==> src/hw/rtl/lru_pkg.sv <==
// Shared constants and types for the LRU page replacement block.
`timescale 1ns / 1ps

package lru_pkg;

    localparam int FRAMES    = 4;
    localparam int PAGE_BITS = 16;

    // fixed field widths
    localparam int PAGE_W  = 16;
    localparam int FAULT_W = 16;
    localparam int CFG_W   = 3;

    // derived widths
    localparam int SP_W   = (PAGE_BITS < PAGE_W) ? PAGE_BITS : PAGE_W;
    localparam int RANK_W = (FRAMES > 1) ? $clog2(FRAMES) : 1;
    localparam int LIM_W  = $clog2(FRAMES + 1);

    localparam logic [FAULT_W-1:0] FAULT_MAX = {FAULT_W{1'b1}};
    localparam logic [CFG_W-1:0]   FIU_RESET = CFG_W'(3);

    // register indexes
    localparam logic REG_FRAMES_IN_USE = 1'b0;

    typedef struct packed {
        logic [LIM_W-1:0] limit;  // active frame count, 1 .. FRAMES
        logic             flush;  // invalidate all frames this cycle
    } t_cfg;

endpackage

==> src/hw/rtl/lru_cfg.sv <==
// APB register file: frames_in_use and the derived active frame limit.
`timescale 1ns / 1ps

module lru_cfg (
    input  logic           i_clk,
    input  logic           i_rst_n,
    input  logic           psel,
    input  logic           penable,
    input  logic           pwrite,
    input  logic [2:0]     paddr,
    input  logic [31:0]    pwdata,
    output logic [31:0]    prdata,
    output logic           pready,
    output lru_pkg::t_cfg  o_cfg
);
    import lru_pkg::*;

    logic [CFG_W-1:0] r_fiu;
    logic             r_flush;
    logic             wr_en;
    logic [LIM_W-1:0] lim;

    assign pready = 1'b1;
    assign wr_en  = psel && penable && pwrite && (paddr[2] == REG_FRAMES_IN_USE);

    always_ff @(posedge i_clk) begin
        if (!i_rst_n) begin
            r_fiu   <= FIU_RESET;
            r_flush <= 1'b0;
        end else begin
            r_flush <= wr_en;
            if (wr_en) begin
                r_fiu <= pwdata[CFG_W-1:0];
            end
        end
    end

    always_comb begin
        if (r_fiu == '0) begin
            lim = LIM_W'(1);
        end else if (32'(r_fiu) > 32'(FRAMES)) begin
            lim = LIM_W'(FRAMES);
        end else begin
            lim = LIM_W'(r_fiu);
        end
    end

    assign prdata = (paddr[2] == REG_FRAMES_IN_USE) ? 32'(r_fiu) : 32'd0;

    assign o_cfg.limit = lim;
    assign o_cfg.flush = r_flush;

endmodule

==> src/hw/rtl/lru_core.sv <==
// Frame table, hit/free/victim search, rank update and result register.
`timescale 1ns / 1ps

module lru_core (
    input  logic                        i_clk,
    input  logic                        i_rst_n,
    input  lru_pkg::t_cfg               i_cfg,
    input  logic                        i_valid,
    input  logic [lru_pkg::PAGE_W-1:0]  i_page,
    output logic                        o_done,
    output logic                        o_hit,
    output logic                        o_evicted_valid,
    output logic [lru_pkg::PAGE_W-1:0]  o_evicted_page,
    output logic [lru_pkg::FAULT_W-1:0] o_fault_count
);
    import lru_pkg::*;

    logic [SP_W-1:0]    r_page  [FRAMES];
    logic [FRAMES-1:0]  r_fvalid;
    logic [RANK_W-1:0]  r_rank  [FRAMES];
    logic [FAULT_W-1:0] r_faults;

    logic [FRAMES-1:0]  n_fvalid;
    logic [RANK_W-1:0]  n_rank  [FRAMES];
    logic [FAULT_W-1:0] n_faults;

    logic               r_done;
    logic               r_hit;
    logic               r_ev_valid;
    logic [SP_W-1:0]    r_ev_page;

    logic               hit_found, free_found, vic_found;
    logic [RANK_W-1:0]  hit_slot, free_slot, vic_slot, slot;
    logic [RANK_W-1:0]  bound, vic_rank;
    logic               age_all;
    logic               write_page;
    logic [SP_W-1:0]    pg;

    assign pg       = i_page[SP_W-1:0];
    assign vic_rank = RANK_W'(i_cfg.limit - 1'b1);

    // With every active frame valid the ranks are 0 .. limit-1, so the
    // victim is the frame holding the oldest rank.
    always_comb begin
        hit_found  = 1'b0;
        free_found = 1'b0;
        vic_found  = 1'b0;
        hit_slot   = '0;
        free_slot  = '0;
        vic_slot   = '0;
        for (int i = 0; i < FRAMES; i++) begin
            if (LIM_W'(i) < i_cfg.limit) begin
                if (r_fvalid[i]) begin
                    if (!hit_found && r_page[i] == pg) begin
                        hit_found = 1'b1;
                        hit_slot  = RANK_W'(i);
                    end
                    if (!vic_found && r_rank[i] == vic_rank) begin
                        vic_found = 1'b1;
                        vic_slot  = RANK_W'(i);
                    end
                end else if (!free_found) begin
                    free_found = 1'b1;
                    free_slot  = RANK_W'(i);
                end
            end
        end
    end

    always_comb begin
        priority if (hit_found) begin
            slot = hit_slot;
        end else if (free_found) begin
            slot = free_slot;
        end else begin
            slot = vic_slot;
        end
    end

    assign bound      = r_rank[slot];
    assign age_all    = !hit_found && free_found;
    assign write_page = i_valid && !hit_found && (free_found || vic_found);

    always_comb begin
        n_fvalid = r_fvalid;
        n_rank   = r_rank;
        n_faults = r_faults;
        if (i_valid) begin
            if (!hit_found && r_faults != FAULT_MAX) begin
                n_faults = r_faults + 1'b1;
            end
            if (hit_found || free_found || vic_found) begin
                for (int i = 0; i < FRAMES; i++) begin
                    if (LIM_W'(i) < i_cfg.limit && r_fvalid[i] && RANK_W'(i) != slot
                        && (age_all || r_rank[i] < bound)) begin
                        n_rank[i] = r_rank[i] + 1'b1;
                    end
                end
                n_rank[slot]   = '0;
                n_fvalid[slot] = 1'b1;
            end
        end
        if (i_cfg.flush) begin
            n_fvalid = '0;
            for (int i = 0; i < FRAMES; i++) begin
                n_rank[i] = '0;
            end
        end
    end

    always_ff @(posedge i_clk) begin
        if (!i_rst_n) begin
            r_fvalid <= '0;
            r_faults <= '0;
            r_done   <= 1'b0;
            for (int i = 0; i < FRAMES; i++) begin
                r_rank[i] <= '0;
            end
        end else begin
            r_fvalid <= n_fvalid;
            r_faults <= n_faults;
            r_rank   <= n_rank;
            r_done   <= i_valid;
        end
    end

    // page table and result payload, no reset
    always_ff @(posedge i_clk) begin
        if (write_page) begin
            r_page[slot] <= pg;
        end
        if (i_valid) begin
            r_hit      <= hit_found;
            r_ev_valid <= !hit_found && !free_found && vic_found;
            r_ev_page  <= (!hit_found && !free_found && vic_found) ? r_page[vic_slot] : '0;
        end
    end

    assign o_done          = r_done;
    assign o_hit           = r_hit;
    assign o_evicted_valid = r_ev_valid;
    assign o_evicted_page  = PAGE_W'(r_ev_page);
    assign o_fault_count   = r_faults;

endmodule

==> src/hw/rtl/lru_page_replacement.sv <==
// Top level: input register, configuration port and LRU frame core.
// A page accepted into the input register goes on to the core's result
// register, where o_done marks its result for one cycle;
// the receiver cannot stall.
// Throughput: one page per cycle, as the frame search and rank update in the
// core are combinational; busy stays low.
// Reset (i_rst_n, synchronous): all frames empty, ranks and fault count zero,
// frames_in_use = 3. A write to frames_in_use empties all frames.
`timescale 1ns / 1ps

module lru_page_replacement (
    input  logic                        i_clk,
    input  logic                        i_rst_n,
    input  logic                        start,
    output logic                        busy,
    input  logic [lru_pkg::PAGE_W-1:0]  i_page,
    output logic                        o_done,
    output logic                        o_hit,
    output logic                        o_evicted_valid,
    output logic [lru_pkg::PAGE_W-1:0]  o_evicted_page,
    output logic [lru_pkg::FAULT_W-1:0] o_fault_count,
    input  logic                        psel,
    input  logic                        penable,
    input  logic                        pwrite,
    input  logic [2:0]                  paddr,
    input  logic [31:0]                 pwdata,
    output logic [31:0]                 prdata,
    output logic                        pready
);
    import lru_pkg::*;

    t_cfg              cfg;
    logic              r_in_valid;
    logic [PAGE_W-1:0] r_in_page;

    assign busy = 1'b0;

    always_ff @(posedge i_clk) begin
        if (!i_rst_n) begin
            r_in_valid <= 1'b0;
        end else begin
            r_in_valid <= start && !busy;
        end
    end

    always_ff @(posedge i_clk) begin
        if (start && !busy) begin
            r_in_page <= i_page;
        end
    end

    lru_cfg u_cfg (
        .i_clk   (i_clk),
        .i_rst_n (i_rst_n),
        .psel    (psel),
        .penable (penable),
        .pwrite  (pwrite),
        .paddr   (paddr),
        .pwdata  (pwdata),
        .prdata  (prdata),
        .pready  (pready),
        .o_cfg   (cfg)
    );

    lru_core u_core (
        .i_clk           (i_clk),
        .i_rst_n         (i_rst_n),
        .i_cfg           (cfg),
        .i_valid         (r_in_valid),
        .i_page          (r_in_page),
        .o_done          (o_done),
        .o_hit           (o_hit),
        .o_evicted_valid (o_evicted_valid),
        .o_evicted_page  (o_evicted_page),
        .o_fault_count   (o_fault_count)
    );

endmodule

==> config.mk <==
export PLATFORM = sky130hd
export DESIGN_NAME = lru_page_replacement
export DESIGN_NICKNAME = d
export VERILOG_FILES = /design/src/hw/rtl/lru_pkg.sv /design/src/hw/rtl/lru_cfg.sv /design/src/hw/rtl/lru_core.sv /design/src/hw/rtl/lru_page_replacement.sv
export SDC_FILE = /design/constraint.sdc
export NUM_CORES = 1
export LEC_CHECK = 0
export BUFFER_PORTS_ARGS = -buffer_cell sky130_fd_sc_hd__buf_2
export CAP_MARGIN = 20
export CORE_ASPECT_RATIO = 1.75
export CORE_MARGIN = 4
export CORE_UTILIZATION = 54
export DETAILED_ROUTE_END_ITERATION = 6
export PLACE_DENSITY_LB_ADDON = 0.15
export SKIP_LAST_GASP = 1
export SLEW_MARGIN = 5
export SYNTH_ARGS = -nofsm -noshare
export SYNTH_HDL_FRONTEND = slang
export SYNTH_SLANG_ARGS = --single-unit
==> constraint.sdc <==
create_clock -name i_clk -period 5.5 [get_ports i_clk]
set_input_delay 1.65 -clock i_clk [delete_from_list [all_inputs] [get_ports i_clk]]
set_output_delay 1.65 -clock i_clk [all_outputs]
set_load 0.01 [all_outputs]
### After elaboration in Yosys (flattened, before gate mapping)

Memories as Yosys holds them, arrays and structs flattened. A register that Yosys moved wholly into a read port is not among the register bits.
Index checks and enable logic that the tools add are counted.

| storage, ports and cells | value |
|---|---|
| flip-flop bits (word level) | 52 |
| RAM bits | 64 |
| input port bits | 57 |
| output and inout port bits | 69 |
| word-level logic and storage cells | 186 |
| memories | 1 |

Memory list:

| memory | depth | width | read ports | clocked after Yosys merged registers in | write ports | line | RTL |
|---|---|---|---|---|---|---|---|
| u_core.r_page | 4 | 16 | 5 | 1 | 1 | lru_core.sv:18 | `logic [SP_W-1:0] r_page [FRAMES];` |

| cells by class | value |
|---|---|
| add/sub/neg operators | 6 |
| magnitude comparators | 13 |
| equal/unequal tests | 12 |
| mux-type cells | 85 |
| bitwise gates (word level) | 6 |
| reductions and logical operators | 50 |

Operators by type and width:

| cell | count |
|---|---|
| 2-to-1 mux 2 bit | 41 |
| == test 16 bit | 4 |
| 2-to-1 mux 1 bit | 38 |
| logical AND 1 bit | 29 |
| adder 16 x 1 -> 16 bit (second input constant) | 1 |
| != test 16 bit (second input constant) | 1 |
| logical NOT 1 bit | 9 |
| 2-to-1 mux 3 bit | 3 |
| adder 2 x 1 -> 2 bit (second input constant) | 4 |
| AND 8 bit | 1 |
| == test 2 bit | 4 |
| < comparator 2 bit | 4 |
| NOT 8 bit | 1 |
| logical OR 1 bit | 7 |
| < comparator 1 x 3 -> 1 bit (first input constant) | 2 |
| < comparator 2 x 3 -> 1 bit (first input constant) | 2 |
| binary-select mux 2 bit (select 2 bit) | 1 |
| demux 2 bit (select 2 bit) | 1 |
| != test 2 bit (first input constant) | 2 |
| bitwise OR 4 bit | 1 |
| AND reduction 2 bit | 2 |
| >= comparator 3 bit (second input constant) | 1 |
| greater-than comparator 3 bit (second input constant) | 1 |
| logical NOT 3 bit | 1 |
| 10 further kinds | 11 |

### Logic depth before layout (Yosys ltp)

| depth | value |
|---|---|
| word-level depth | 36 |
| depth in mapped cells | 12 |
| gate-level depth less buffers | 10 |

### By module

From an unflattened synthesis, not the netlist that was laid out.

| second synthesis, totals | value |
|---|---|
| cells, all modules | 561 |
| area total of the unflattened synthesis | 6824.0 um^2 |

Modules (own cells, without submodules):

| module | instances | cells an instance | area each (um^2) | sequential area each (um^2) |
|---|---|---|---|---|
| lru_core | 1 | 485 | 5855.6 | 3042.9 |
| lru_page_replacement | 1 | 20 | 518.0 | 500.5 |
| lru_cfg | 1 | 56 | 450.4 | 80.1 |

### Worst setup path before layout

Ideal clock, no wire load.

| path | value |
|---|---|
| path kind | input to output |
| from | input paddr[2] |
| to | output prdata[0] |
| arrival time | 1.828 ns |
| required time | 3.850 ns |
| path slack | 2.022 ns |
| stages | 1 |
| buffers on the path | 0 |
| cell sequence | nor2b_1 |

| between the ends | value |
|---|---|
| cells in the longest elaborated chain, start to end | 1 |

Ends and longest elaborated chain:

| element | line | RTL |
|---|---|---|
| from (decl) | lru_page_replacement.sv:25 | `input logic [2:0] paddr,` |
| 2-to-1 mux 3 bit | lru_cfg.sv:48 | `assign prdata = (paddr[2] == REG_FRAMES_IN_USE) ? 32'(r_fiu) : 32'd0;` |
| to (decl) | lru_page_replacement.sv:27 | `output logic [31:0] prdata,` |

No other way between the ends.

### Worst setup path in the final report

| path | value |
|---|---|
| from | register r_in_page[6] |
| to | memory u_core.r_page[3][8] in the netlist's numbering, enable pin |

| between the ends | value |
|---|---|
| cells in the longest elaborated chain, start to end | 24 |
| elaborated cells on any way between the ends | 37 |
| classes of those cells | eq/ne (4); mux (24); reduce/logical (9) |

Ends and longest elaborated chain:

| element | line | RTL |
|---|---|---|
| from (decl) | lru_page_replacement.sv:34 | `logic [PAGE_W-1:0] r_in_page;` |
| from (signal assigned) | lru_page_replacement.sv:48 | `r_in_page <= i_page;` |
| == test 16 bit | lru_core.sv:54 | `if (!hit_found && r_page[i] == pg) begin` |
| 2-to-1 mux 1 bit | lru_core.sv:54 |  |
| 2-to-1 mux 1 bit | lru_core.sv:53 | `if (r_fvalid[i]) begin` |
| 2-to-1 mux 1 bit | lru_core.sv:52 | `if (LIM_W'(i) < i_cfg.limit) begin` |
| logical NOT 1 bit | lru_core.sv:54 |  |
| logical AND 1 bit | lru_core.sv:54 |  |
| 2-to-1 mux 1 bit | lru_core.sv:54 |  |
| 2-to-1 mux 1 bit | lru_core.sv:53 |  |
| (+7 left out) | - |  |
| logical AND 1 bit | lru_core.sv:54 |  |
| 2-to-1 mux 1 bit | lru_core.sv:54 |  |
| 2-to-1 mux 1 bit | lru_core.sv:53 |  |
| 2-to-1 mux 1 bit | lru_core.sv:52 |  |
| logical NOT 1 bit | lru_core.sv:82 | `assign write_page = i_valid && !hit_found && (free_found \|\| vic_found);` |
| logical AND 1 bit (2 in series) | lru_core.sv:82 |  |
| 2-to-1 mux 1 bit | lru_core.sv:129 | `if (write_page) begin` |
| 2-to-1 mux 1 bit (implied by the code) | lru_core.sv:130 | `r_page[slot] <= pg;` |
| to (decl) | lru_core.sv:18 |  |

Several ways; a longest one is shown, not always the timed one.

==> impl_metrics.yaml <==
global_route:
  grt_max_degree: 49
  grt_pass1_wl_um: 22380
  track_usage: 0.2083
  gr-total-overflow: 0
  antenna_found_initial: 0
  first_global_vias: 4353
synth:
  ys_types: 65
  synthSimpleGateAreaFrac: 0.1279
  synth_edf_count: 98
  synth_xor_area_frac: 0.1014
  synthCells: 558
  synth.avg_cell_area_sq_um: 11.77
  synthAdderAreaFrac: 0.001905
  synthMuxAreaShare: 0.04459
  syn_area_sq_um: 6566
  yosysSeqAreaShare: 0.5518
  async_flop_share: 0
  ys_seq_elements: 132
  synth_top_family_by_area: "simple AND/OR/NAND/NOR gates"
  synth_compound_area_frac: 0.1111
  yosys_warnings: 0
  synth_flop_cell: "edfxtp_1"
critical_path:
  slowest_stage: "nor2_2"
  critPathCaptureType: "register"
  rrSetupSlack_ps: 1680
  r2r_cells: 8
  rr_startpoint: "r_in_page[6]$_DFFE_PP_"
  worst_ep_arrival_time_ps: 3850
  critical_path.reg2reg.endpoint: "u_core.r_page[3][8]$_DFFE_PP_"
  crit_chain: "xor2_1 -> nor4_1 -> nand3_1 -> a2bb2oi_2 -> a21oi_4 -> inv_2 -> or2_2 -> nor2_2"
  path_buf_inv: 1
  worst-path-max-fanout: 17
  slowest_delay_ps: 740
  crit_family: "simple AND/OR/NAND/NOR gates"
  cp.required_ps: 5530
  cp-start-kind: "register"
  critPathKind: "register to register"
  startpoint: "r_in_page[6]$_DFFE_PP_"
floorplanning:
  ios: 126
  dieHeight_um: 153.9
  std_cell_rows: 53
  start_util: 0.5501
  core-area_sq_um: 11940
  dieArea_sq_um: 14060
  die_width_um: 91.36
sta:
  finalClockSkew_ps: 9.406
  max_clock_freq_mhz: 262.0
  finalSetupViolCount: 0
  relSlewSlack: 0.3048
  final.period_utilization: 0.6940
  fin_tns_setup_ps: 0
  worst_slew_pin_slew_ps: 1042
  post-route-min-period_ps: 3817
  slew_viol_final: 0
  hold_violations: 0
  grt_setup_unrepaired: "false"
power:
  pwr_density_cell_nw_per_um2: 320.1
  p_seq_frac: 0.476
  p_leak_nw: 2.730
  combPwrFrac: 0.051
  peakVddDrop_mv: 0.2209
  internal_power_mw: 1.842
  switching_power_uw: 554.4
  p_sw_frac: 0.2314
  clockPowerShare: 0.473
clock_tree:
  cts_tree: "built"
  htreeDepth: 4
  clockBufferDepth: 2
  postCtsSetupBuffers: 0
  post_cts_resized: 0
  clock_sinks: 132
  clock_latency_ps: 420
  cts_made_buffers: 17
  clockRootBuffer: "clkbuf_16"
  path_clk_slew_ps: 60
  cts.hold.buffers_added: 0
route:
  num_vias: 4402
  drtIter0Drc: 260
  drcViolationCount: 0
  drt-total-wl_um: 13990
  via_per_inst: 5.702
  first_pass_iters: 5
  ant_nets: 0
  routedWlPerCell_um: 18.12
place:
  gp_congestion: 0.8860
  placed_cells: 740
  io_buffer_count: 63
  post-dp-hpwl_um: 9831
final_layout:
  num_antenna_cells: 0
  fin_cells: 772
  drive_above_1_share: 0.1953
  area_growth_pct: 13.99
  layout.nets: 680
min_path:
  hold_end: "u_core.r_fvalid[1]$_SDFFE_PP0P_"
  hp-class: "register to register"
  min-delay-start: "u_core.r_fvalid[1]$_SDFFE_PP0P_"
  min_delay_path_depth: 1
run_status:
  status: "completed"
job:
  max_cap_viol_count: 0
cells in the mapped netlist, types with 2 or more instances:
cell type	count	area share
edfxtp_1	98	0.45
xor2_1	55	0.073
nor2_1	36	0.021
dfxtp_1	34	0.10
a211oi_1	33	0.038
buf_4	32	0.037
nand2_1	30	0.017
mux2i_1	27	0.041
nor2b_1	23	0.022
xnor2_1	21	0.028
inv_1	15	0.0086
nor4_1	14	0.013
a21oi_1	10	0.0076
nand4_1	10	0.0095
clkbuf_1	8	0.0046
nand3_1	8	0.0061
o21ai_0	8	0.0061
or3_1	8	0.0076
buf_2	7	0.0053
and3_1	6	0.0057
nand2b_1	6	0.0057
nor3_1	5	0.0038
a31oi_1	4	0.0038
and2_1	4	0.0038
o21a_1	4	0.0046
a21boi_1	3	0.0034
o21bai_1	3	0.0034
or2_2	3	0.0029
a2111oi_2	2	0.0046
a21oi_2	2	0.0027
and4_1	2	0.0027
conb_1	2	0.0011
o22ai_1	2	0.0019
o31a_1	2	0.0027
logic make-up after synthesis:
group | after synthesis
AND/OR/NAND/NOR | 160
flip-flops | 132
AO/OA/AOI/OAI | 93
XOR/XNOR | 76
buffers and inverters | 66
multiplexers | 28
other | 2
adder cells (fa/ha/maj) | 1
state kept, by name, indices dropped and copies added (netlist names):
register	cells
u_core.r_page	64
r_in_page	16
u_cfg.r_fiu	3
u_cfg.r_flush	1
u_core.r_rank	8
u_core.o_evicted_page	16
u_core.o_hit	1
u_core.o_evicted_valid	1
r_in_valid	1
u_core.o_done	1
u_core.r_fvalid	4
u_core.o_fault_count	16
per-layer routing:
layer | routed length, um | share of wire | track usage | vias up
met3 | 632 | 0.045 | 0.04405 | 33
met1 | 5236 | 0.37 | 0.2271 | 2105
met2 | 7670 | 0.55 | 0.3777 | 155
li1 | - | - | - | 2109
met4 | 450 | 0.032 | 0.1029 | 0
met5 | 0 | 0 | 0 | -
final cells by class:
cell class	count	area [sq um]
sequential	132	3623
multi-input combinational	389	2689
fill	961	4452
tap	137	171.4
clock buffer	18	439.2
timing repair buffer	66	337.8
clock inverter	14	163.9
inverter	16	60.06
through the flow:
| step | hold slack (ps) | power [mW] | utilization | cell area, sq um | setup WS [ps] |
|---|---|---|---|---|---|
| finish | 480.4 | 2.396 | 0.6270 | 7485 | 1683 |
| global placement | 464.7 | 1.280 | 0.5765 | 6882 | 1599 |
| detailed placement | 470.6 | 1.283 | 0.5765 | 6882 | 1635 |
| floorplan | 442.2 | 1.250 | - | 6675 | 2022 |
| CTS | 484.7 | 2.410 | 0.6270 | 7485 | 1588 |
| global route | 508.7 | 2.478 | 0.6270 | 7485 | 1441 |
worst max-delay path by stage:
stage | to | slack, ps | cells past startpoint
finish | u_core.r_page[3][8]$_DFFE_PP_ | 1680 | 8
global route | u_core.r_page[3][13]$_DFFE_PP_ | 1440 | 8
CTS | u_core.r_page[3][8]$_DFFE_PP_ | 1590 | 8
detailed placement | u_core.r_page[3][9]$_DFFE_PP_ | 1630 | 8
global placement | u_core.r_page[3][3]$_DFFE_PP_ | 1600 | 8
floorplan | prdata[0] | 2020 | 1
cells in the final DEF, fill, tap and decap left out, drive strengths merged, types with 6 or more instances in the layout:
master / n
edfxtp: 98
buf: 66
xor2: 55
nor2: 36
dfxtp: 34
a211oi: 33
conb: 31
nand2: 30
mux2i: 27
nor2b: 23
inv: 22
xnor2: 21
clkbuf: 18
nor4: 14
a21oi: 13
o21ai: 11
nand4: 10
nand3: 9
or3: 8
and3: 6
nand2b: 6
power groups by stage:
stage / registers [mW] / logic, mW / clock network, mW
after floorplan: 1.15 / 0.0961 / 0
after global placement: 1.16 / 0.122 / 0
after detailed placement: 1.16 / 0.123 / 0
after CTS: 1.14 / 0.124 / 1.15
after global routing: 1.14 / 0.133 / 1.20
final: 1.14 / 0.123 / 1.13
No activity file was read; power rests on OpenSTA's default activity.
